<file path="src/sv/ebj_pkg.sv">
// Shared constants, register indexes and control types for the backoff jitter unit.
package ebj_pkg;

    localparam int DELAY_WIDTH_DEF   = 32;
    localparam int FRACTION_BITS_DEF = 16;

    localparam int CFG_W      = 32;
    localparam int CFG_ADDR_W = 2;
    localparam int GROWTH_W   = 13;
    localparam int JIT_W      = 17;
    localparam int JIT_FRAC   = 16;
    localparam int OUT_W      = 32;
    localparam int S_TDATA_W  = 24;
    localparam int CHUNK_W    = 16;
    localparam int DIGIT_W    = 4;

    localparam logic [CFG_ADDR_W-1:0] REG_INITIAL = 2'd0;
    localparam logic [CFG_ADDR_W-1:0] REG_MAX     = 2'd1;
    localparam logic [CFG_ADDR_W-1:0] REG_GROWTH  = 2'd2;

    localparam logic [CFG_W-1:0]    INITIAL_RST = 32'd1000;
    localparam logic [CFG_W-1:0]    MAX_RST     = 32'd60000;
    localparam logic [GROWTH_W-1:0] GROWTH_RST  = 13'd512;
    localparam logic [GROWTH_W-1:0] GROWTH_ONE  = 13'd256;
    localparam logic [OUT_W-1:0]    OUT_MAX     = 32'hFFFF_FFFF;

    localparam logic ACTION_NEXT  = 1'b0;
    localparam logic ACTION_RESET = 1'b1;

    // Commands from the controller to the datapath.
    typedef struct packed {
        logic item_load;
        logic first_load;
        logic mul_start;
        logic mul_sel_jit;
        logic grow_commit;
        logic div_start;
        logic out_load;
    } ebj_cmd_t;

    // Status from the datapath to the controller.
    typedef struct packed {
        logic mul_busy;
        logic div_busy;
    } ebj_sts_t;

endpackage

</file>
<file path="src/sv/exponential_backoff_jitter_unit.sv">
// Top level of the capped exponential backoff unit with jitter.
// An accepted 'next' transaction loads the initial delay for the first delay of a sequence, else
// grows the kept one, then runs the jitter multiply and divisions. NDG = ceil((DELAY_WIDTH+4)/4)
// divide-by-ten digits outlast the NCH = ceil((DELAY_WIDTH+FRACTION_BITS)/16) jitter multiply steps.
// Throughput: one request in work at a time, the next taken in the cycle after the result loads,
// later while a result waits. A 'reset' transaction restarts the sequence; rst_n restores defaults.
module exponential_backoff_jitter_unit #(
    parameter int DELAY_WIDTH   = ebj_pkg::DELAY_WIDTH_DEF,
    parameter int FRACTION_BITS = ebj_pkg::FRACTION_BITS_DEF
) (
    input  logic                           clk,
    input  logic                           rst_n,
    // Configuration write port: index 0 initial_delay, 1 max_delay, 2 growth_factor.
    input  logic                           cfg_we,
    input  logic [ebj_pkg::CFG_ADDR_W-1:0] cfg_addr,
    input  logic [ebj_pkg::CFG_W-1:0]      cfg_wdata,
    // Request stream.
    input  logic                           s_tvalid,
    output logic                           s_tready,
    input  logic [ebj_pkg::S_TDATA_W-1:0]  s_tdata,   // [16:0] jitter_factor, rest zero
    input  logic [0:0]                     s_tuser,   // [0] action
    // Result stream.
    output logic                           m_tvalid,
    input  logic                           m_tready,
    output logic [ebj_pkg::OUT_W-1:0]      m_tdata    // [31:0] delay_ms
);
    import ebj_pkg::*;

    ebj_cmd_t cmd;
    ebj_sts_t sts;

    // The controller decides between loading the initial delay and growing the kept one,
    // then runs the jitter multiply and both bound divisions side by side. A finished result
    // sits in the output register, and a new request is taken while it waits for the sink.
    ebj_ctrl u_ctrl (
        .clk      (clk),
        .rst_n    (rst_n),
        .s_tvalid (s_tvalid),
        .s_tready (s_tready),
        .action   (s_tuser[0]),
        .m_tvalid (m_tvalid),
        .m_tready (m_tready),
        .sts      (sts),
        .cmd      (cmd)
    );

    // The datapath keeps the scaled delay in fixed point with FRACTION_BITS fraction bits,
    // capped at max_delay limited to DELAY_WIDTH bits, and shares one chunk-serial
    // multiplier between the growth step and the jitter product.
    ebj_dp #(
        .DELAY_WIDTH   (DELAY_WIDTH),
        .FRACTION_BITS (FRACTION_BITS)
    ) u_dp (
        .clk           (clk),
        .rst_n         (rst_n),
        .cfg_we        (cfg_we),
        .cfg_addr      (cfg_addr),
        .cfg_wdata     (cfg_wdata),
        .jitter_factor (s_tdata[JIT_W-1:0]),
        .cmd           (cmd),
        .sts           (sts),
        .delay_ms      (m_tdata)
    );

endmodule

</file>
<file path="src/sv/ebj_mul.sv">
// Chunk-serial multiplier: 16 bits of the multiplicand per cycle, most significant first.
module ebj_mul #(
    parameter int AW = 48,
    parameter int BW = 17
) (
    input  logic             clk,
    input  logic             rst_n,
    input  logic             start,
    input  logic [AW-1:0]    a,
    input  logic [BW-1:0]    b,
    output logic             busy,
    output logic [AW+BW-1:0] p
);
    import ebj_pkg::*;

    localparam int NCH   = (AW + CHUNK_W - 1) / CHUNK_W;
    localparam int PAW   = NCH * CHUNK_W;
    localparam int ACC_W = PAW + BW;
    localparam int CNT_W = $clog2(NCH + 1);

    logic [PAW-1:0]         a_reg;
    logic [BW-1:0]          b_reg;
    logic [ACC_W-1:0]       acc_reg;
    logic [ACC_W-1:0]       acc_next;
    logic [CHUNK_W+BW-1:0]  part;
    logic [CNT_W-1:0]       cnt_reg;
    logic                   busy_reg;

    assign part     = a_reg[PAW-1 -: CHUNK_W] * b_reg;
    assign acc_next = (acc_reg << CHUNK_W) + ACC_W'(part);

    always_ff @(posedge clk or negedge rst_n)
    begin
        if (!rst_n)
        begin
            busy_reg <= 1'b0;
            cnt_reg  <= '0;
        end
        else if (start)
        begin
            busy_reg <= 1'b1;
            cnt_reg  <= CNT_W'(NCH);
        end
        else if (busy_reg)
        begin
            busy_reg <= (cnt_reg != CNT_W'(1));
            cnt_reg  <= cnt_reg - CNT_W'(1);
        end
    end

    always_ff @(posedge clk)
    begin
        if (start)
        begin
            a_reg   <= PAW'(a);
            b_reg   <= b;
            acc_reg <= '0;
        end
        else if (busy_reg)
        begin
            a_reg   <= a_reg << CHUNK_W;
            acc_reg <= acc_next;
        end
    end

    assign busy = busy_reg;
    assign p    = acc_reg[AW+BW-1:0];

endmodule

</file>
<file path="src/sv/ebj_div10.sv">
// Digit-serial divide by ten, one 4-bit digit of the dividend per cycle.
module ebj_div10 #(
    parameter int XW = 36
) (
    input  logic          clk,
    input  logic          rst_n,
    input  logic          start,
    input  logic [XW-1:0] x,
    output logic          busy,
    output logic [XW-1:0] q
);
    import ebj_pkg::*;

    localparam int NDG   = (XW + DIGIT_W - 1) / DIGIT_W;
    localparam int PXW   = NDG * DIGIT_W;
    localparam int CNT_W = $clog2(NDG + 1);

    logic [PXW-1:0]     x_reg;
    logic [PXW-1:0]     q_reg;
    logic [DIGIT_W-1:0] r_reg;
    logic [CNT_W-1:0]   cnt_reg;
    logic               busy_reg;
    logic [7:0]         v;
    logic [DIGIT_W-1:0] qd;
    logic [7:0]         r_full;

    assign v = {r_reg, x_reg[PXW-1 -: DIGIT_W]};

    // The partial remainder stays below 160, so the digit is a count of thresholds.
    always_comb
    begin
        qd = '0;
        for (int k = 1; k < 16; k++)
        begin
            if (v >= 8'(10 * k))
            begin
                qd = DIGIT_W'(k);
            end
        end
    end

    assign r_full = v - {1'b0, qd, 3'b000} - {3'b000, qd, 1'b0};

    always_ff @(posedge clk or negedge rst_n)
    begin
        if (!rst_n)
        begin
            busy_reg <= 1'b0;
            cnt_reg  <= '0;
        end
        else if (start)
        begin
            busy_reg <= 1'b1;
            cnt_reg  <= CNT_W'(NDG);
        end
        else if (busy_reg)
        begin
            busy_reg <= (cnt_reg != CNT_W'(1));
            cnt_reg  <= cnt_reg - CNT_W'(1);
        end
    end

    always_ff @(posedge clk)
    begin
        if (start)
        begin
            x_reg <= PXW'(x);
            q_reg <= '0;
            r_reg <= '0;
        end
        else if (busy_reg)
        begin
            x_reg <= x_reg << DIGIT_W;
            q_reg <= {q_reg[PXW-DIGIT_W-1:0], qd};
            r_reg <= r_full[DIGIT_W-1:0];
        end
    end

    assign busy = busy_reg;
    assign q    = q_reg[XW-1:0];

endmodule

</file>
<file path="src/sv/ebj_dp.sv">
// Datapath: configuration registers, kept delay, shared multiplier, bound dividers and output.
module ebj_dp #(
    parameter int DELAY_WIDTH   = ebj_pkg::DELAY_WIDTH_DEF,
    parameter int FRACTION_BITS = ebj_pkg::FRACTION_BITS_DEF
) (
    input  logic                           clk,
    input  logic                           rst_n,
    input  logic                           cfg_we,
    input  logic [ebj_pkg::CFG_ADDR_W-1:0] cfg_addr,
    input  logic [ebj_pkg::CFG_W-1:0]      cfg_wdata,
    input  logic [ebj_pkg::JIT_W-1:0]      jitter_factor,
    input  ebj_pkg::ebj_cmd_t              cmd,
    output ebj_pkg::ebj_sts_t              sts,
    output logic [ebj_pkg::OUT_W-1:0]      delay_ms
);
    import ebj_pkg::*;

    localparam int DW  = DELAY_WIDTH;
    localparam int FB  = FRACTION_BITS;
    localparam int SW  = DW + FB;
    localparam int IW  = (DW > CFG_W) ? DW : CFG_W;
    localparam int PW  = SW + JIT_W;
    localparam int GW  = PW - 8;
    localparam int XW  = DW + 4;
    localparam int CW  = (SW + 2 > OUT_W + 1) ? SW + 2 : OUT_W + 1;
    localparam logic [IW-1:0] CAP_LIM = (IW'(1) << DW) - IW'(1);
    localparam logic [PW:0]   JIT_HALF = (PW + 1)'(1) << (JIT_FRAC - 1);

    logic [CFG_W-1:0]    init_reg;
    logic [CFG_W-1:0]    max_reg;
    logic [GROWTH_W-1:0] growth_reg;
    logic [JIT_W-1:0]    jit_reg;
    logic [SW-1:0]       scaled_reg;
    logic [SW-1:0]       scaled_next;
    logic [OUT_W-1:0]    out_reg;

    logic [IW-1:0]       max_ext;
    logic [IW-1:0]       cap;
    logic [SW-1:0]       cap_scaled;
    logic [IW+FB-1:0]    init_scaled;
    logic [SW-1:0]       first_scaled;
    logic [GROWTH_W-1:0] g_eff;
    logic [DW-1:0]       base;

    logic [SW-1:0]       mul_a;
    logic [JIT_W-1:0]    mul_b;
    logic [PW-1:0]       mul_p;
    logic                mul_busy;
    logic                ovf;
    logic [GW-1:0]       grown;
    logic [SW-1:0]       grown_capped;

    logic [XW-1:0]       x9;
    logic [XW-1:0]       x11;
    logic [XW-1:0]       lo_q;
    logic [XW-1:0]       hi_q;
    logic                lo_busy;
    logic                hi_busy;

    logic [PW:0]         rnd;
    logic [CW-1:0]       val;
    logic [CW-1:0]       lo_b;
    logic [CW-1:0]       hi_b;
    logic [CW-1:0]       clamped;
    logic [OUT_W-1:0]    result;

    // Cap on the base delay, limited to the delay width.
    assign max_ext    = IW'(max_reg);
    assign cap        = (max_ext < CAP_LIM) ? max_ext : CAP_LIM;
    assign cap_scaled = {cap[DW-1:0], {FB{1'b0}}};

    assign init_scaled  = {IW'(init_reg), {FB{1'b0}}};
    assign first_scaled = (init_scaled < (IW + FB)'(cap_scaled)) ? SW'(init_scaled)
                                                                  : cap_scaled;

    assign g_eff = (growth_reg < GROWTH_ONE) ? GROWTH_ONE : growth_reg;
    assign base  = scaled_reg[SW-1:FB];

    assign mul_a = cmd.mul_sel_jit ? SW'(base) : scaled_reg;
    assign mul_b = cmd.mul_sel_jit ? jit_reg : JIT_W'(g_eff);

    ebj_mul #(
        .AW (SW),
        .BW (JIT_W)
    ) u_mul (
        .clk   (clk),
        .rst_n (rst_n),
        .start (cmd.mul_start),
        .a     (mul_a),
        .b     (mul_b),
        .busy  (mul_busy),
        .p     (mul_p)
    );

    // A growth product that does not fit 64 bits saturates to the cap.
    if (PW > 64)
    begin : g_ovf
        assign ovf = |mul_p[PW-1:64];
    end
    else
    begin : g_no_ovf
        assign ovf = 1'b0;
    end

    assign grown        = mul_p[PW-1:8];
    assign grown_capped = (ovf || !(grown < GW'(cap_scaled))) ? cap_scaled : SW'(grown);

    always_comb
    begin
        scaled_next = scaled_reg;
        if (cmd.first_load)
        begin
            scaled_next = first_scaled;
        end
        else if (cmd.grow_commit)
        begin
            scaled_next = grown_capped;
        end
    end

    // Bounds: floor(9*base/10) and ceil(11*base/10).
    assign x9  = (XW'(base) << 3) + XW'(base);
    assign x11 = (XW'(base) << 3) + (XW'(base) << 1) + XW'(base) + XW'(9);

    ebj_div10 #(
        .XW (XW)
    ) u_div_lo (
        .clk   (clk),
        .rst_n (rst_n),
        .start (cmd.div_start),
        .x     (x9),
        .busy  (lo_busy),
        .q     (lo_q)
    );

    ebj_div10 #(
        .XW (XW)
    ) u_div_hi (
        .clk   (clk),
        .rst_n (rst_n),
        .start (cmd.div_start),
        .x     (x11),
        .busy  (hi_busy),
        .q     (hi_q)
    );

    // Rounded jitter product, clamped, floored at one and saturated.
    assign rnd  = (PW + 1)'(mul_p) + JIT_HALF;
    assign val  = CW'(rnd[PW:JIT_FRAC]);
    assign lo_b = CW'(lo_q);
    assign hi_b = CW'(hi_q);

    always_comb
    begin
        clamped = val;
        if (val < lo_b)
        begin
            clamped = lo_b;
        end
        else if (val > hi_b)
        begin
            clamped = hi_b;
        end
        if (clamped == '0)
        begin
            clamped = CW'(1);
        end
        if (clamped > CW'(OUT_MAX))
        begin
            result = OUT_MAX;
        end
        else
        begin
            result = clamped[OUT_W-1:0];
        end
    end

    always_ff @(posedge clk or negedge rst_n)
    begin
        if (!rst_n)
        begin
            init_reg   <= INITIAL_RST;
            max_reg    <= MAX_RST;
            growth_reg <= GROWTH_RST;
            scaled_reg <= '0;
        end
        else
        begin
            scaled_reg <= scaled_next;
            if (cfg_we)
            begin
                unique case (cfg_addr)
                    REG_INITIAL: init_reg   <= cfg_wdata;
                    REG_MAX:     max_reg    <= cfg_wdata;
                    REG_GROWTH:  growth_reg <= cfg_wdata[GROWTH_W-1:0];
                    default:     ;
                endcase
            end
        end
    end

    always_ff @(posedge clk)
    begin
        if (cmd.item_load)
        begin
            jit_reg <= jitter_factor;
        end
        if (cmd.out_load)
        begin
            out_reg <= result;
        end
    end

    assign sts.mul_busy = mul_busy;
    assign sts.div_busy = lo_busy || hi_busy;
    assign delay_ms     = out_reg;

`ifndef SYNTHESIS
    a_out_nonzero: assert property (@(posedge clk) disable iff (!rst_n)
        cmd.out_load |=> out_reg != '0)
        else $error("delay output loaded as zero");

    a_grow_capped: assert property (@(posedge clk) disable iff (!rst_n)
        cmd.grow_commit |=> scaled_reg <= $past(cap_scaled))
        else $error("kept delay exceeds cap after growth");

    a_dividers_in_step: assert property (@(posedge clk) disable iff (!rst_n)
        lo_busy == hi_busy)
        else $error("bound dividers out of step");
`endif

endmodule

</file>
<file path="src/sv/ebj_ctrl.sv">
// Controller: sequences the growth step, jitter multiply, bound division and output load.
module ebj_ctrl (
    input  logic              clk,
    input  logic              rst_n,
    input  logic              s_tvalid,
    output logic              s_tready,
    input  logic              action,
    output logic              m_tvalid,
    input  logic              m_tready,
    input  ebj_pkg::ebj_sts_t sts,
    output ebj_pkg::ebj_cmd_t cmd
);
    import ebj_pkg::*;

    localparam logic [2:0] ST_IDLE = 3'd0;
    localparam logic [2:0] ST_GROW = 3'd1;
    localparam logic [2:0] ST_BASE = 3'd2;
    localparam logic [2:0] ST_JIT  = 3'd3;
    localparam logic [2:0] ST_OUT  = 3'd4;

    logic [2:0] state_reg;
    logic [2:0] state_next;
    logic       started_reg;
    logic       started_next;
    logic       out_valid_reg;
    logic       out_valid_next;

    always_comb
    begin
        cmd          = '0;
        state_next   = state_reg;
        started_next = started_reg;
        s_tready     = (state_reg == ST_IDLE);
        unique case (state_reg)
            ST_IDLE:
            begin
                if (s_tvalid)
                begin
                    if (action == ACTION_RESET)
                    begin
                        started_next = 1'b0;
                    end
                    else
                    begin
                        cmd.item_load = 1'b1;
                        if (started_reg)
                        begin
                            cmd.mul_start = 1'b1;
                            state_next    = ST_GROW;
                        end
                        else
                        begin
                            cmd.first_load = 1'b1;
                            state_next     = ST_BASE;
                        end
                    end
                end
            end
            ST_GROW:
            begin
                if (!sts.mul_busy)
                begin
                    cmd.grow_commit = 1'b1;
                    state_next      = ST_BASE;
                end
            end
            ST_BASE:
            begin
                cmd.mul_start   = 1'b1;
                cmd.mul_sel_jit = 1'b1;
                cmd.div_start   = 1'b1;
                state_next      = ST_JIT;
            end
            ST_JIT:
            begin
                if (!sts.mul_busy && !sts.div_busy)
                begin
                    state_next = ST_OUT;
                end
            end
            ST_OUT:
            begin
                if (!out_valid_reg || m_tready)
                begin
                    cmd.out_load = 1'b1;
                    started_next = 1'b1;
                    state_next   = ST_IDLE;
                end
            end
            default:
            begin
                state_next = ST_IDLE;
            end
        endcase
    end

    always_comb
    begin
        out_valid_next = out_valid_reg;
        if (cmd.out_load)
        begin
            out_valid_next = 1'b1;
        end
        else if (m_tready)
        begin
            out_valid_next = 1'b0;
        end
    end

    always_ff @(posedge clk or negedge rst_n)
    begin
        if (!rst_n)
        begin
            state_reg     <= ST_IDLE;
            started_reg   <= 1'b0;
            out_valid_reg <= 1'b0;
        end
        else
        begin
            state_reg     <= state_next;
            started_reg   <= started_next;
            out_valid_reg <= out_valid_next;
        end
    end

    assign m_tvalid = out_valid_reg;

`ifndef SYNTHESIS
    a_reset_clears: assert property (@(posedge clk) disable iff (!rst_n)
        (s_tvalid && s_tready && action == ACTION_RESET) |=> !started_reg)
        else $error("reset request did not restart the sequence");

    a_no_overwrite: assert property (@(posedge clk) disable iff (!rst_n)
        cmd.out_load |-> (!out_valid_reg || m_tready))
        else $error("pending result overwritten");

    a_idle_units_quiet: assert property (@(posedge clk) disable iff (!rst_n)
        (state_reg == ST_IDLE) |-> (!sts.mul_busy && !sts.div_busy))
        else $error("arithmetic unit busy while idle");
`endif

endmodule

</file>
<file path="config.mk">
export PLATFORM = sky130hd
export DESIGN_NAME = exponential_backoff_jitter_unit
export DESIGN_NICKNAME = d
export VERILOG_FILES = /design/src/sv/ebj_pkg.sv /design/src/sv/exponential_backoff_jitter_unit.sv /design/src/sv/ebj_mul.sv /design/src/sv/ebj_div10.sv /design/src/sv/ebj_dp.sv /design/src/sv/ebj_ctrl.sv
export SDC_FILE = /design/constraint.sdc
export NUM_CORES = 2
export LEC_CHECK = 0
export BUFFER_PORTS_ARGS = -buffer_cell sky130_fd_sc_hd__buf_4
export CAP_MARGIN = 20
export CORE_MARGIN = 2
export CORE_UTILIZATION = 27
export CTS_CLUSTER_DIAMETER = 200
export CTS_CLUSTER_SIZE = 16
export DETAILED_ROUTE_END_ITERATION = 12
export GPL_ROUTABILITY_DRIVEN = 0
export GPL_TIMING_DRIVEN = 0
export HOLD_SLACK_MARGIN = 0.1
export SLEW_MARGIN = 20
export SYNTH_ARGS = -nofsm -noshare
export SYNTH_HDL_FRONTEND = slang
export SYNTH_HIERARCHICAL = 1
export SYNTH_SLANG_ARGS = --single-unit
</file>
<file path="constraint.sdc">
create_clock -name clk -period 11.5 [get_ports clk]
set_input_delay 1.725 -clock clk [delete_from_list [all_inputs] [get_ports clk]]
set_output_delay 1.725 -clock clk [all_outputs]
set_load 0.005 [all_outputs]
</file>
Yosys cells after proc, flatten, opt, wreduce, memory -nomap -nowiden:

Cells that the tools add are included.

* $add $sub $neg: 13
* eq/ne operators: 15
* reduce and logical (&&, ||, !) cells: 22
* $mul: 1
* magnitude comparators: 37
* muxes and demuxes: 83

Operator list (count)
* two-way mux 48 bit: 7
* two-way mux 50 bit: 3
* two-way mux 36 bit: 4
* two-way mux 4 bit: 28
* >= comparator 8 x 7 -> 1 bit, second input constant: 12
* adder 65 x 16 -> 66 bit, second input constant: 1
* adder 65 x 33 -> 65 bit: 1
* < comparator 57 x 48 -> 1 bit: 1
* greater-than comparator 50 x 32 -> 1 bit, second input constant: 1
* greater-than comparator 50 x 36 -> 1 bit: 1
* logical NOT 50 bit: 1
* < comparator 50 x 36 -> 1 bit: 1
* >= comparator 8 x 6 -> 1 bit, second input constant: 6
* >= comparator 8 bit, second input constant: 6
* < comparator 48 bit: 1
* adder 35 x 32 -> 36 bit: 1
* adder 35 x 33 -> 36 bit: 1
* adder 36 x 32 -> 36 bit: 1
* adder 36 x 4 -> 36 bit, second input constant: 1
* multiplier 16 x 17 -> 33 bit: 1
* >= comparator 8 x 5 -> 1 bit, second input constant: 4
* < comparator 32 bit, second input constant: 1
* two-way mux 32 bit: 1
* two-way mux 13 bit: 2
* other kinds (27): 84

* bits of input ports: 64
* register bits after elaboration: 474

Logic depth before layout (Yosys ltp):

* depth after elaboration: 18
* gate-level depth with buffers: 25
* mapped depth without buffers: 22

Cells and area by module:

Netlist, hierarchy kept.

By module, submodules not included
* ebj_dp: cells an instance 1750, times used 1, area an instance 16808.6 sq um, sequential area each 4616.9 sq um
* ebj_mul: cells an instance 1656, times used 1, area an instance 15613.7 sq um, sequential area each 3328.2 sq um
* ebj_div10: cells an instance 306, times used 2, area an instance 3603.5 sq um, sequential area each 2006.9 sq um
* ebj_ctrl: cells an instance 38, times used 1, area an instance 321.6 sq um, sequential area each 125.1 sq um

Worst setup path before layout:

No wires, ideal clock.

* path type: reg2reg
* start point: reg u_dp.u_mul.a_reg[41]
* end point: reg u_dp.u_mul.acc_reg[58], in the netlist u_dp/u_mul/p[58]
* period minus slack after synthesis: 6.378 ns
* setup slack: 5.122 ns
* data required time: 11.414 ns
* setup time: 0.086 ns
* data arrival time: 6.293 ns
* cell stages (with the launch flop): 24
* path through: edfxtp_1 clkbuf_1 clkbuf_1 nand2_1 fa_1 inv_1 fa_1 fa_1 fa_1 fa_1 inv_1 fa_1 inv_1 ha_1 buf_4 nand4_4 or3_1 a2111o_1 o211ai_2 o21ai_4 buf_6 a2111oi_2 xnor2_1 a211oi_1

* word-level cells in the longest chain between the ends: 2

Ends and longest elaborated chain
* start, declared: line ebj_mul.sv:21 `logic [PAW-1:0] a_reg;`
* start signal, assigned: line ebj_mul.sv:55 `a_reg <= PAW'(a);`
* start signal, assigned: line ebj_mul.sv:61 `a_reg <= a_reg << CHUNK_W;`
* multiplier 16 x 17 -> 33 bit: line ebj_mul.sv:29 `assign part = a_reg[PAW-1 -: CHUNK_W] * b_reg;`
* adder 65 x 33 -> 65 bit: line ebj_mul.sv:30 `assign acc_next = (acc_reg << CHUNK_W) + ACC_W'(part);`
* end signal, assigned: line ebj_mul.sv:62 `acc_reg <= acc_next;`
* end, declared: line ebj_mul.sv:23 `logic [ACC_W-1:0] acc_reg;`

Every way passes these cells.
A chain may end at the register's enable or synchronous reset.

Final worst setup path:

* start point: reg u_dp.u_mul.a_reg[41]
* end point: reg u_dp.u_mul.acc_reg[39], in the netlist u_dp/u_mul/p[39]

Same word-level chain as after synthesis.

==> impl_metrics.env <==
export IMPL_status="complete, but fails checks"
export IMPL_violations="design-rule violations"
export IMPL_cts_tree="built"
export IMPL_vias_per_cell=4.944
export IMPL_yosys_most_used_dff="edfxtp_1"
export IMPL_rsz0062_at_grt="no"
export IMPL_clockBufferDepth=3
export IMPL_grt_pass1_vias=30280
export IMPL_cts_clk_slew_worst_paths_ps=90
export IMPL_nNetsFinal=4877
export IMPL_initialDrtViolationCount=2214
export IMPL_root_buffer="clkbuf_16"
export IMPL_ys_warnings_count=6
export IMPL_fillCellCount=15230
export IMPL_tightest_slew_ps=1066
export IMPL_synthesis_instances=4056
export IMPL_cts_buffers=35
export IMPL_regArea_mm2=0.01208
export IMPL_finalMaxSlewViolations=0
export IMPL_finalSetupViolations=0
export IMPL_postCtsSetupBuffers=0
export IMPL_yosysMostFrequentCell="inv_1"
export IMPL_yosysSeqAreaShare_pct=30.25
export IMPL_required_ps=11980
export IMPL_wl_um=117900
export IMPL_synth_avg_cell_area_um2=9.850
export IMPL_synth_area_top_cells="edfxtp_1 14%, fa_1 13%, ha_1 12%, dfrtp_1 8.1%, dfxtp_1 7.3%"
export IMPL_postCtsHoldBufs=0
export IMPL_ant_nets=0
export IMPL_timing_final_crit_period_ps=7650
export IMPL_ys_ff_latch=474
export IMPL_grt_pass1_wl_um=180500
export IMPL_area_growth_pct=10.47
export IMPL_h_tree_depth=2
export IMPL_num_vias=30370
export IMPL_die_area_mm2=0.1511
export IMPL_synthDistinctLibCells=96
export IMPL_fmax_mhz=130.7
export IMPL_arrival_ps=8130
export IMPL_antenna_found_initial=8
export IMPL_largest_register_ffs=65
export IMPL_io_buffers=90
export IMPL_critPathCaptureType="flop"
export IMPL_async_flop_share_pct=30.17
export IMPL_synth_top_area_cell="edfxtp_1"
export IMPL_synth_top_area_share_pct=13.98
export IMPL_synth_edff_count=186
export IMPL_drt_first_pass_iters=9
export IMPL_drc=2
export IMPL_fin_cells=6142
export IMPL_crit_fanout=10
export IMPL_die_h_um=388.7
export IMPL_initial_utilization_pct=27.12
export IMPL_dp_cells=6080
export IMPL_grt_overflow=0
export IMPL_reg2reg_slack_ps=3850
export IMPL_hold_viol=0
export IMPL_multi_input_area_mm2=0.02531
export IMPL_post_cts_resized=0
export IMPL_dp_hpwl_um=93770
export IMPL_core_mm2=0.1473
export IMPL_std_cell_rows=141
export IMPL_clock_skew_ps=48.48
export IMPL_relSlewSlack_pct=28.95
export IMPL_drive_gt1_share_pct=10.45
export IMPL_cap_violations=0
export IMPL_grt_max_degree=77
export IMPL_tns_ps=0
export IMPL_synth_commonest_cells="461 x inv_1, 370 x ha_1, 306 x nand2_1, 282 x nor2_1, 256 x fa_1"
export IMPL_hold_class="reg -> reg"
export IMPL_crit_type="reg -> reg"
export IMPL_fin_crit_sh_pct=66.52
export IMPL_clock_sinks=474
export IMPL_start_kind="flop"
export IMPL_grt_total_usage_pct=15.34
export IMPL_fp_dieW_um=388.7
export IMPL_syn_area_mm2=0.03995
export IMPL_insertion_delay_ps=610
export IMPL_io_pins=98
export IMPL_routedWlPerCell_um=19.19
export IMPL_syn_num_nets=4746
-- stage by stage --
step	hold slack (ps)	utilization, %	cell area (um^2)	setup WS, ps
after floorplan	441.1	-	39950	5122
after global placement	451.8	29.22	43040	3998
after detailed placement	468.9	29.28	43140	4009
after CTS	483.4	29.96	44130	3990
after global routing	514.4	29.96	44130	3653
final	479.6	29.96	44130	3850
-- worst max-delay path, stage by stage, from the launching register on --
cell and delay, ps:
edfxtp_1 320, clkbuf_1 470, clkbuf_1 520, nand2_1 160, fa_1 570, inv_1 60
fa_1 500, inv_1 50, fa_1 480, inv_1 60, fa_1 510, fa_1 520
fa_1 590, ha_1 440, a21oi_1 240, o21a_1 160, and3_1 160, a22oi_1 190
o311ai_2 770, a21oi_1 310, a211o_1 350, o2111a_1 130
-- layout by cell type (no fill, tap or decap), types with 145 or more instances in the layout --
cell	count
inv_1	460
ha_1	370
nand2_1	306
nor2_1	281
fa_1	256
and2_1	187
edfxtp_1	186
mux2_2	183
clkbuf_1	162
a21oi_1	160
mux2i_1	146
dfxtp_1	145
-- final cells by class --
class / instances / area share (%)
buffer: 184 / 1.871
inverter: 465 / 3.961
clock inverter: 4 / 0.07371
clock buffer: 57 / 2.172
multi-input combinational: 2933 / 57.35
tap: 1930 / 5.472
sequential: 474 / 27.38
timing repair buffer: 94 / 1.718
antenna: 1 / 0.005670
-- cell families (layout without fill, tap and decap cells) --
| kind of cell | after synthesis | after routing | share of synthesized area, % |
|---|---|---|---|
| multiplexers | 384 | 384 | 10.39 |
| adder cells (fa/ha/maj) | 628 | 628 | 24.47 |
| XOR/XNOR | 154 | 154 | 3.376 |
| flip-flops | 474 | 474 | 30.25 |
| AO/OA/AOI/OAI | 645 | 645 | 10.99 |
| buffers and inverters | 649 | 804 | 6.436 |
| other | 0 | 1 | 0 |
| AND/OR/NAND/NOR | 1122 | 1122 | 14.09 |
-- routing by layer --
metal | wire length (um) | global-route usage [%] | part of all wire, % | vias to the layer above
met5 | 41 | 0 | 0.035 | -
met4 | 3840 | 4.790 | 3.3 | 10
met3 | 6758 | 2.290 | 5.7 | 191
met2 | 57250 | 26.56 | 49 | 848
met1 | 49990 | 19.57 | 42 | 15140
li1 | - | - | - | 14180
-- final timing paths --
kind | start | endpoint | depth (start not counted)
setup / recovery | u_dp/u_mul/a_reg[41] | u_dp/u_mul/p[39] | 21
hold / removal | u_dp/u_mul/p[0] | u_dp/u_mul/p[0] | 2
setup reg to reg | u_dp/u_mul/a_reg[41] | u_dp/u_mul/p[39] | 21
hold reg to reg | u_dp/u_mul/p[0] | u_dp/u_mul/p[0] | 2
max in group asynchronous | rst_n | u_dp/scaled_reg[41] | 2
min in group asynchronous | rst_n | u_dp/growth_reg[6] | 1
Power is not shown: default switching activity piles up to over one toggle a cycle in this logic, so the estimate is an artifact.
